$ cat src/hw/rtl/garch_pkg.sv
// Shared types and constants for the GARCH volatility recursion block.
// No dependencies.
`default_nettype none
package garch_pkg;

    localparam int unsigned HIST_DEPTH = 3;
    localparam int unsigned CFG_IDX_W  = 3;

    // configuration register indexes
    localparam logic [CFG_IDX_W-1:0] REG_OMEGA   = 3'd0;
    localparam logic [CFG_IDX_W-1:0] REG_ARCH_1  = 3'd1;
    localparam logic [CFG_IDX_W-1:0] REG_ARCH_3  = 3'd3;
    localparam logic [CFG_IDX_W-1:0] REG_GARCH_1 = 3'd4;
    localparam logic [CFG_IDX_W-1:0] REG_GARCH_3 = 3'd6;

    localparam logic ACTION_PRIME = 1'b0;
    localparam logic ACTION_STEP  = 1'b1;

    typedef enum logic [2:0] {
        ST_IDLE,
        ST_MAC,
        ST_SQRT,
        ST_MUL,
        ST_OUT
    } state_t;

    // controller -> datapath
    typedef struct packed {
        logic       load;     // capture input item
        logic       prime;    // shift start values into history
        logic       mac_go;   // one multiply-accumulate term
        logic [2:0] term;     // term index 0..5
        logic       sqrt_init;
        logic       sqrt_go;
        logic       mul_go;   // volatility times residual, shift history
    } dp_cmd_t;

endpackage
`default_nettype wire

$ cat src/hw/rtl/garch_ctrl.sv
// Controller state machine for the GARCH recursion.
// Depends on garch_pkg.
`default_nettype none
module garch_ctrl (
    input  wire logic                clk,
    input  wire logic                rst_n,
    input  wire logic                in_fire,
    input  wire logic                in_action,
    input  wire logic                out_busy,
    input  wire logic                out_fire,
    output logic                     idle,
    output logic                     out_load,
    output garch_pkg::dp_cmd_t       cmd
);

    garch_pkg::state_t state_reg, state_next;
    logic [4:0] cnt_reg, cnt_next;

    // next state
    always_comb
    begin
        state_next = state_reg;
        cnt_next   = cnt_reg;
        case (state_reg)
            garch_pkg::ST_IDLE:
            begin
                cnt_next = '0;
                if (in_fire && in_action == garch_pkg::ACTION_STEP)
                    state_next = garch_pkg::ST_MAC;
            end
            garch_pkg::ST_MAC:
            begin
                // one square per term for six terms, the last term is added in the cycle after
                cnt_next = cnt_reg + 5'd1;
                if (cnt_reg == 5'd6)
                begin
                    cnt_next   = '0;
                    state_next = garch_pkg::ST_SQRT;
                end
            end
            garch_pkg::ST_SQRT:
            begin
                cnt_next = cnt_reg + 5'd1;
                if (cnt_reg == 5'd31)
                    state_next = garch_pkg::ST_MUL;
            end
            garch_pkg::ST_MUL:
                state_next = garch_pkg::ST_OUT;
            garch_pkg::ST_OUT:
                if (!out_busy || out_fire)
                    state_next = garch_pkg::ST_IDLE;
            default:
                state_next = garch_pkg::ST_IDLE;
        endcase
    end

    // outputs
    always_comb
    begin
        cmd       = '0;
        idle      = 1'b0;
        out_load  = 1'b0;
        cmd.term  = cnt_reg[2:0];
        case (state_reg)
            garch_pkg::ST_IDLE:
            begin
                idle          = 1'b1;
                cmd.load      = in_fire;
                cmd.prime     = in_fire && in_action == garch_pkg::ACTION_PRIME;
            end
            garch_pkg::ST_MAC:
            begin
                cmd.mac_go    = cnt_reg != 5'd6;
                cmd.sqrt_init = cnt_reg == 5'd6;
            end
            garch_pkg::ST_SQRT:
                cmd.sqrt_go   = 1'b1;
            garch_pkg::ST_MUL:
                cmd.mul_go    = 1'b1;
            garch_pkg::ST_OUT:
                out_load      = !out_busy || out_fire;
            default:
                idle          = 1'b0;
        endcase
    end

    always_ff @(posedge clk or negedge rst_n)
    begin
        if (!rst_n)
        begin
            state_reg <= garch_pkg::ST_IDLE;
            cnt_reg   <= '0;
        end
        else
        begin
            state_reg <= state_next;
            cnt_reg   <= cnt_next;
        end
    end

    // a result is only loaded out of the output state
    a_load_out: assert property (@(posedge clk) disable iff (!rst_n)
        out_load |-> $past(state_reg) == garch_pkg::ST_OUT || state_reg == garch_pkg::ST_OUT)
        else $error("out_load outside output state");
    a_sqrt_len: assert property (@(posedge clk) disable iff (!rst_n)
        (state_reg == garch_pkg::ST_MUL) |-> $past(state_reg) == garch_pkg::ST_SQRT)
        else $error("multiply entered without root");
    a_mac_cnt: assert property (@(posedge clk) disable iff (!rst_n)
        (state_reg == garch_pkg::ST_MAC) |-> cnt_reg <= 5'd6)
        else $error("term counter overrun");

endmodule
`default_nettype wire

$ cat config.mk
export PLATFORM = sky130hd
export DESIGN_NAME = garch_ctrl
export DESIGN_NICKNAME = d
export VERILOG_FILES = /design/src/hw/rtl/garch_pkg.sv /design/src/hw/rtl/garch_ctrl.sv
export SDC_FILE = /design/constraint.sdc
export NUM_CORES = 1
export LEC_CHECK = 0
export ABC_AREA = 1
export ABC_CLOCK_PERIOD_IN_PS = 3000
export BUFFER_PORTS_ARGS = -buffer_cell sky130_fd_sc_hd__buf_2
export CORE_MARGIN = 2
export CORE_UTILIZATION = 40
export DETAILED_ROUTE_END_ITERATION = 10
export GPL_TIMING_DRIVEN = 0
export SETUP_SLACK_MARGIN = 0.15
export SLEW_MARGIN = 30
export SYNTH_ARGS = -nofsm -noshare
export SYNTH_HDL_FRONTEND = slang
export SYNTH_SLANG_ARGS = --single-unit
$ cat constraint.sdc
create_clock -name clk -period 3 [get_ports clk]
set_clock_uncertainty 0.15 [all_clocks]
set_input_delay 0.3 -clock clk [delete_from_list [all_inputs] [get_ports clk]]
set_output_delay 0.3 -clock clk [all_outputs]
set_load 0.005 [all_outputs]
==> flow_summary.toml, run 1 <==
[timing]
rsz0062_at_grt = "no"
slew_headroom = 0.655
fin_crit_sh = 0.609
max_freq_ghz = 0.547
worst_hold_slack_ns = 0.267
tns_ns = 0
finalSetupViolCount = 0
hold_violations = 0
tightest_slew_ns = 0.517
slew_violations = 0
fin_ws_ns = 1.17
min_period_ns = 1.83

[critical_path]
r2r-end = "state_reg[0]"
rr_worst_depth = 9
cp_max_fo = 4
reg2reg_slack_ns = 1.38
critPathCaptureType = "output pin"
cp.arrival_ns = 1.38
r2r_start = "cnt_reg[1]"
critPathKind = "register to output pin"
start_kind = "register"
required_ns = 2.55

[floorplanning]
die_w_um = 41.2
core_area_mm2 = 0.00130
initial_core_util = 0.425
die_y_um = 41.2
dieArea_mm2 = 0.00170
placementRows = 13
io_pins = 17

[clock_network]
cts-buffers-inserted = 3
clkLatencyLatePin_ns = 0.25
clock-sinks = 8
clk_path_buf_depth = 2
htreeDepth = 1
cts_tree = "done"
ctsHoldBuffers = 1
post_cts_resize_count = 0
cts.clk_slew.worst_paths_ns = 0.05
post_cts_buffers = 0
cts-root-buf = "clkbuf_4"

[finish]
area.growth.synth_to_final_pct = 23.8
multi_input_area_um2 = 274
largest_reg_flops = 5
drive_gt1_frac = 0.358
design_area_um2 = 684
seq_area_um2 = 200
antenna_cells = 0
stdcell_count = 110
fillCellCount = 133
final_nets = 106

[routing]
firstDrtPassIters = 4
post_drt_wl_per_cell_um = 9.81
via_count = 497
dr.first_iter.drc_count = 11
ant_nets = 0
wirelength_mm = 1.08
drc = 0
routed_via_density = 4.52

[placed_design]
pre_cts_ws_ns = 1.39
portBuffers = 16
dp.cells = 106
dpl.hpwl_um = 839
gp_congestion = 0.734
placed_cell_area_um2 = 652

[global_route]
track_usage = 0.175
overflow = 0
grt_max_degree = 9
antenna_found_initial = 0
first_global_vias = 403
grt_pass1_wl_mm = 1.77

[synthesis]
synth-simple-area-share = 0.335
synth_top_family_by_area = "simple AND/OR/NAND/NOR gates"
synthAdderAreaFrac = 0.0679
synth_area_um2 = 553
ys_types = 20
ys_seq_elements = 8
avgSynthCellArea_um2 = 7.37
synth_top_area_share = 0.362
yosysWarnings = 0
synth_cells = 75
synthMuxAreaShare = 0
ys_seq_area_frac = 0.362
synthTopCellsByArea = "dfrtp_1, nand2_1, inv_1"
yosysTopAreaCell = "dfrtp_1"
synth_xor_area_frac = 0.0158
synth_nets = 84
synth_compound_area_frac = 0.0769

[hold_path]
worst_hold_path_type = "input port to async pin"

[power]
irDropWorstVdd_mv = 0.417
p_per_area_mw_per_mm2 = 913
cellLeakagePower_nw = 0.406

[status]
status = "completed"

[run]
drv_cap = 0
## layout make-up
class	instances	area share
repair buffers	17	0.132
well taps	15	0.0274
inverters	15	0.0823
clock buffers	3	0.0329
plain buffers	3	0.0329
multi-input cells	49	0.400
flip-flops and latches	8	0.293
## layout by cell type (no fill, tap or decap), drive strengths merged
cell type and n:
buf 19, xor2 1, o21ai 6, nand2 20, dfrtp 8, clkbuf 3
ha 3, nor4 1, nand3b 1, nor2 10, nor3 1, nand3 4
or2 1, a21oi 1, dlygate4sd3 1, inv 15
## cells by family (layout without fill, tap and decap cells)
family          after synthesis  in the layout
fa+ha+maj                     3              3
flops                         8              8
xor+xnor                      1              1
buf+inv                      18             38
simple gates                 38             38
compound gates                7              7
## where the power goes
group	total, mW	switching [mW]	internal, mW
sequential	0.195	0.0501	0.145
clock	0.0807	0.0350	0.0457
combinational	0.349	0.206	0.143
## worst max-delay path by stage
| stage | start | to | slack, ns | depth (start not counted) |
|---|---|---|---|---|
| after floorplan | cnt_reg[0] | state_reg[0] | 1.50 | 9 |
| after global placement | cnt_reg[0] | state_reg[0] | 1.40 | 9 |
| after detailed placement | cnt_reg[1] | state_reg[0] | 1.39 | 9 |
| after CTS | cnt_reg[0] | cmd[6] | 1.15 | 8 |
| after global routing | cnt_reg[0] | cmd[6] | 0.99 | 8 |
| final | cnt_reg[0] | cmd[6] | 1.17 | 8 |
## synth_stat cells (all sizes together)
master / number
buf: 3
nor4: 1
o21ai: 6
nor2: 10
or2: 1
nand3: 4
nand2: 20
a21oi: 1
xor2: 1
dfrtp: 8
ha: 3
inv: 15
nor3: 1
nand3b: 1
## per-layer routing
metal | GRT usage | wire (µm) | vias up | share of wire
met1 | 0.247 | 543 | 213 | 0.50
li1 | - | - | 268 | -
met5 | 0 | 0 | - | 0
met3 | 0.0978 | 85 | 2 | 0.079
met2 | 0.211 | 437 | 14 | 0.41
met4 | 0.0726 | 12 | 0 | 0.011
## per-stage QoR
stage,power (mW),util
2_1_floorplan,0.438,-
3_3_place_gp,0.538,0.501
3_5_place_dp,0.546,0.501
4_1_cts,0.631,0.526
5_1_grt,0.706,0.526
6_report,0.625,0.526
## critical path: stages (launching register included)
cell and delay (ns):
dfrtp_1 0.41, inv_1 0.10, ha_1 0.15, nand2_1 0.05, inv_1 0.06, nand2_1 0.07
nand2_2 0.13, inv_1 0.05, buf_2 0.12
Note: power is estimated with default switching activity, not from simulation.
==> inputs of run 2 (changes only) <==
Settings changed: ABC_AREA 1 to 0, ABC_CLOCK_PERIOD_IN_PS 3000 to 1820, PLACE_DENSITY set to 0.65.
Clock period 3 ns to 1.82 ns, I/O delays scaled along.
==> run 2 against run 1 <==
Combinational power grew 18%. Cell count down 1.8%. Register-to-register slack lost 1.3 ns. Die area down 2.5%. First-iteration DRC count is the same. Synthesized cell count shrank 16%. Sequential cell count stayed put. Sequential power is 21% higher. Clock-buffer cell count stayed put. Area after synthesis shrank 2.7%. Setup slack got worse by 1.1 ns. Highest routed layer unchanged.
==> flow_summary.toml, run 2 <==
[critical_path]
required_ns = 1.88
cp_max_fo = 3
r2r_start = "cnt_reg[1]"
critPathKind = "register to register"
critPathCaptureType = "register"
r2r-end = "cnt_reg[2]"
rr_worst_depth = 6
cp.arrival_ns = 1.84
crit_chain = "ha_2 > and4bb_2 > buf_12 > o21ba_4 > or3b_1 > nand3_1"
path_buf_inv = 1
crit_family = "simple AND/OR/NAND/NOR gates"
start_kind = "register"
slowest_stage = "dfrtp_1"
reg2reg_slack_ns = 0.03
worst_path_largest_cell_delay_ns = 0.38

[routing]
top_layer = "met4"
routed_via_density = 5.41
drc = 0
ant_nets = 0
wirelength_mm = 1.65
dr_wl_met3_um = 65
dr.first_iter.drc_count = 11
firstDrtPassIters = 4
post_drt_wl_per_cell_um = 15.3
wl_met2_um = 884
via_count = 584
met1_length_um = 656

[clock_network]
cts-buffers-inserted = 3
cts_tree = "done"
clock-sinks = 8
cts.clk_slew.worst_paths_ns = 0.06
clkLatencyLatePin_ns = 0.27
cts-root-buf = "clkbuf_4"
clk_path_buf_depth = 2
htreeDepth = 1

[hold_path]
min_to = "state_reg[2]"
hold_depth = 2
hp-start = "out_busy"
worst_hold_path_type = "input port to register"

[floorplanning]
placementRows = 13
initial_core_util = 0.419
io_pins = 17
core_area_mm2 = 0.00128
die_y_um = 40.7
dieArea_mm2 = 0.00165
die_w_um = 40.7

[timing]
fin_crit_sh = 0.982
rsz0062_at_grt = "yes"
tightest_slew_ns = 0.252
finalSetupViolCount = 0
min_period_ns = 1.79
hold_violations = 0
slew_violations = 0
max_freq_ghz = 0.560
slew_headroom = 0.831

[finish]
design_area_um2 = 870
area.growth.synth_to_final_pct = 61.6
final_nets = 104
antenna_cells = 0
largest_reg_flops = 5
final_common_cell = "buf_2"
drive_gt1_frac = 0.570
stdcell_count = 108
mostFrequentLayoutCells = "buf_2, buf_4, nand2_1, dfrtp_1"

[placed_design]
gp_congestion = 0.774
placed_cell_area_um2 = 646
dp.cells = 94
dpl.hpwl_um = 874
portBuffers = 16

[run]
drv_cap = 0

[synthesis]
ys_types = 25
synth_nets = 72
synthFlopType = "dfrtp_1"
synth_compound_area_frac = 0.163
synth_common_cells = "dfrtp_1, nand2_1, nor2_1"
synthAdderAreaFrac = 0.0698
avgSynthCellArea_um2 = 8.54
synth-simple-area-share = 0.291
synth_top_family_by_area = "simple AND/OR/NAND/NOR gates"
synth_cells = 63
synth_top_area_share = 0.372
async_flop_share = 1.00
yosysTopAreaCell = "dfrtp_1"
synthMuxAreaShare = 0.0209
yosysWarnings = 0
synth_edf_count = 0
synthTopCellsByArea = "dfrtp_1, ha_1, nand2_1"
ys_seq_area_frac = 0.372
synth_area_um2 = 538
ys_seq_elements = 8
synth_xor_area_frac = 0

[power]
clock_power_share = 0.182
p_seq_frac = 0.297
irDropWorstVdd_mv = 0.491
pwr-share-comb = 0.521
cellLeakagePower_nw = 0.450
p_int_mw = 0.522
p_per_area_mw_per_mm2 = 907
netSwitchingFraction = 0.339
power_switching_mw = 0.267

[global_route]
track_usage = 0.217
antenna_found_initial = 0
first_global_vias = 503
overflow = 0
grt_max_degree = 11
grt_pass1_wl_mm = 2.21

[status]
status = "completed"
==> run 2: cell count changes after synthesis, sizes merged, moves of 2 or more <==
cell,change
o211ai,+2
nand2,-12
o21ai,-2
or3b,+2
a21oi,+2
nor2b,+2
clkbuf,+3
inv,-12
nor2,-4
==> run 2: worst max path at each step <==
stage	startpoint	endpoint	depth (start not counted)
2_1_floorplan	cnt_reg[0]	cnt_reg[2]	6
3_3_place_gp	cnt_reg[0]	cnt_reg[2]	6
3_5_place_dp	cnt_reg[0]	cnt_reg[2]	6
4_1_cts	cnt_reg[0]	cmd[2]	6
5_1_grt	cnt_reg[0]	cmd[2]	6
6_report	cnt_reg[1]	cnt_reg[2]	6
==> run 2: power groups by stage <==
| stage | clock network [mW] | registers, mW | logic (mW) |
|---|---|---|---|
| 2_1_floorplan | 0 | 0.238 | 0.146 |
| 3_3_place_gp | 0 | 0.245 | 0.210 |
| 3_5_place_dp | 0 | 0.249 | 0.218 |
| 4_1_cts | 0.140 | 0.233 | 0.309 |
| 5_1_grt | 0.157 | 0.238 | 0.445 |
| 6_report | 0.143 | 0.235 | 0.411 |
==> run 2: timing repair <==
item,4_1_cts,5_1_grt
pin swaps,3,3
resized for setup,11,22
hold endpoints to repair,8,0
endpoints found under the setup margin,7,12
hold buffers,1,0
setup buffers,8,2
==> run 2: area by class of cell <==
| cell class | count | area [µm²] |
|---|---|---|
| buffer | 6 | 61.3 |
| clock buffer | 3 | 22.5 |
| fill | 110 | 415 |
| inverter | 3 | 11.3 |
| multi-input combinational | 46 | 363 |
| sequential | 8 | 201 |
| tap | 15 | 18.8 |
| timing repair buffer | 27 | 191 |
==> run 2: cell families after synthesis <==
group,after synthesis
AOI/OAI and AO/OA,13
buffers and inverters,9
DFF,8
and+or+nand+nor,29
muxes,1
adders and majority gates,3
==> run 2: through the flow <==
step / power, mW / TNS, ns / worst slack (ns) / hold slack (ns) / util
floorplan: 0.384 / 0 / 0.158 / -0.264 / -
global placement: 0.455 / 0 / 0.0695 / -0.112 / 0.502
detailed placement: 0.467 / 0 / 0.0380 / -0.115 / 0.502
CTS: 0.683 / 0 / 0.0387 / 0.0428 / 0.612
global route: 0.840 / -0.0559 / -0.0301 / 0.0551 / 0.677
finish: 0.789 / 0 / 0.0337 / 0.0638 / 0.677
==> run 2: worst register-to-register path: stages, from the launching register on <==
cell and delay [ns]:
dfrtp_1 0.38, ha_2 0.18, and4bb_2 0.25, buf_12 0.14
o21ba_4 0.20, or3b_1 0.34, nand3_1 0.08
==> run 2: per-layer routing <==
metal  vias up  global-route usage
met4         0              0.0750
met5         -                   0
met1       284               0.239
met3         8              0.0978
li1        279                   -
met2        13               0.365
==> inputs of run 3 (changes only) <==
Settings changed: ABC_AREA 0 to 1, PLACE_DENSITY 0.65 to not set.
==> run 3 against run 2 <==
Global-route usage decreased by 4.1 points. Power increased by 50%. Die area increased by 2.5%. Sequential cell count unchanged. Sequential share of layout area increased by 3.5 points. First-iteration DRC count increased by 9.1%. Cell count increased by 4.6%. Largest cell class unchanged.
==> flow_summary.toml, run 3 (synthesized netlist as in run 1, its figures left out) <==
[timing]
slew_headroom = 0.656
tns_ns = 0
max_freq_ghz = 0.620
tightest_slew_ns = 0.516
rsz0062_at_grt = "yes"
fin_crit_sh = 0.886
hold_violations = 0
worst_hold_slack_ns = 0.149
finalSetupViolCount = 0
slew_violations = 0
min_period_ns = 1.61

[clock_network]
clk_path_buf_depth = 2
htreeDepth = 1
cts.clk_slew.worst_paths_ns = 0.05
cts-buffers-inserted = 3
cts_tree = "done"
cts-root-buf = "clkbuf_4"
clock-sinks = 8
clkLatencyLatePin_ns = 0.25

[global_route]
first_global_vias = 404
grt_pass1_wl_mm = 1.79
track_usage = 0.176
grt_max_degree = 9
overflow = 0
antenna_found_initial = 0

[placed_design]
portBuffers = 16
dpl.hpwl_um = 839
placed_cell_area_um2 = 652
gp_congestion = 0.734

[critical_path]
start_kind = "register"
required_ns = 1.49
cp_max_fo = 4
critPathKind = "register to output pin"
cp.arrival_ns = 1.28
critPathCaptureType = "output pin"

[finish]
area.growth.synth_to_final_pct = 38.2
antenna_cells = 0
final_common_cell = "buf_2"
final_core_util = 0.588
largest_reg_flops = 5
drive_gt1_frac = 0.520
design_area_um2 = 764
final_nets = 109
mostFrequentLayoutCells = "buf_2, nand2_1, inv_1"

[floorplanning]
die_w_um = 41.2
placementRows = 13
initial_core_util = 0.425
io_pins = 17
core_area_mm2 = 0.00130
die_y_um = 41.2
dieArea_mm2 = 0.00170

[routing]
firstDrtPassIters = 4
post_drt_wl_per_cell_um = 11.5
via_count = 513
ant_nets = 0
wirelength_mm = 1.30
routed_via_density = 4.54
dr.first_iter.drc_count = 12
drc = 0

[power]
irDropWorstVdd_mv = 0.716
p_per_area_mw_per_mm2 = 1550
power_mw = 1.18
cellLeakagePower_nw = 0.413

[hold_path]
worst_hold_path_type = "input port to async pin"

[status]
status = "completed"

[run]
drv_cap = 0
## run 3: changes by cell type in the layout (fill, tap and decap cells not counted), sizes merged, moves of 2 or more
| cell | change |
|---|---|
| clkbuf | -2 |
| or3b | -2 |
| inv | +12 |
| nand2 | +12 |
| nor2b | -2 |
| o211ai | -2 |
| nor2 | +4 |
| o21ai | +2 |
| buf | -8 |
| a21oi | -2 |
## run 3: per-layer routing
layer	track usage	vias to the layer above	part of all wire
li1	-	275	-
met1	0.250	224	0.46
met2	0.211	12	0.48
met3	0.0978	2	0.052
met4	0.0726	0	0.0077
met5	0	-	0
## run 3: repair_timing
action,in CTS,in global routing
gates resized for setup,0,18
pin swaps,1,5
hold endpoints to repair,8,0
buffers inserted,1,2
endpoints found under the setup margin,1,11
hold buffers,1,0
## run 3: cell type report
| class | count | area (µm²) |
|---|---|---|
| Buffer | 3 | 22.5 |
| Sequential cell | 8 | 204 |
| Multi-Input combinational cell | 49 | 322 |
| Inverter | 15 | 56.3 |
| Tap cell | 15 | 18.8 |
| Fill cell | 131 | 537 |
| Timing Repair Buffer | 20 | 119 |
| Clock buffer | 3 | 22.5 |
## run 3: per-stage QoR
step	setup slack, ns	cells
after detailed placement	0.212	106
after CTS	0.157	111
after floorplan	0.320	75
after global placement	0.222	106
after global routing	0.100	113
final	0.208	113
## run 3: worst paths after layout
path,start,end,slack [ns],cells past startpoint
min,rst_n,state_reg[1],0.15,2
max,cnt_reg[0],cmd[6],0.21,8
max in group asynchronous,rst_n,state_reg[0],1.19,2
min in group clk,out_fire,state_reg[2],0.15,4
max reg2reg,cnt_reg[1],state_reg[0],0.23,9
min reg2reg,cnt_reg[4],cnt_reg[4],0.43,2
## run 3: critical path, stage by stage (launching register included)
cell,delay (ns)
dfrtp_2,0.44
inv_2,0.10
ha_4,0.13
nand2_2,0.05
inv_2,0.06
nand2_2,0.05
nand2_2,0.07
inv_2,0.03
buf_6,0.10
## run 3: power by group
group | internal (mW) | total, mW | switching (mW)
Combinational | 0.319 | 0.695 | 0.376
Clock | 0.0753 | 0.133 | 0.0580
Sequential | 0.245 | 0.356 | 0.111
Total | 0.639 | 1.18 | 0.545
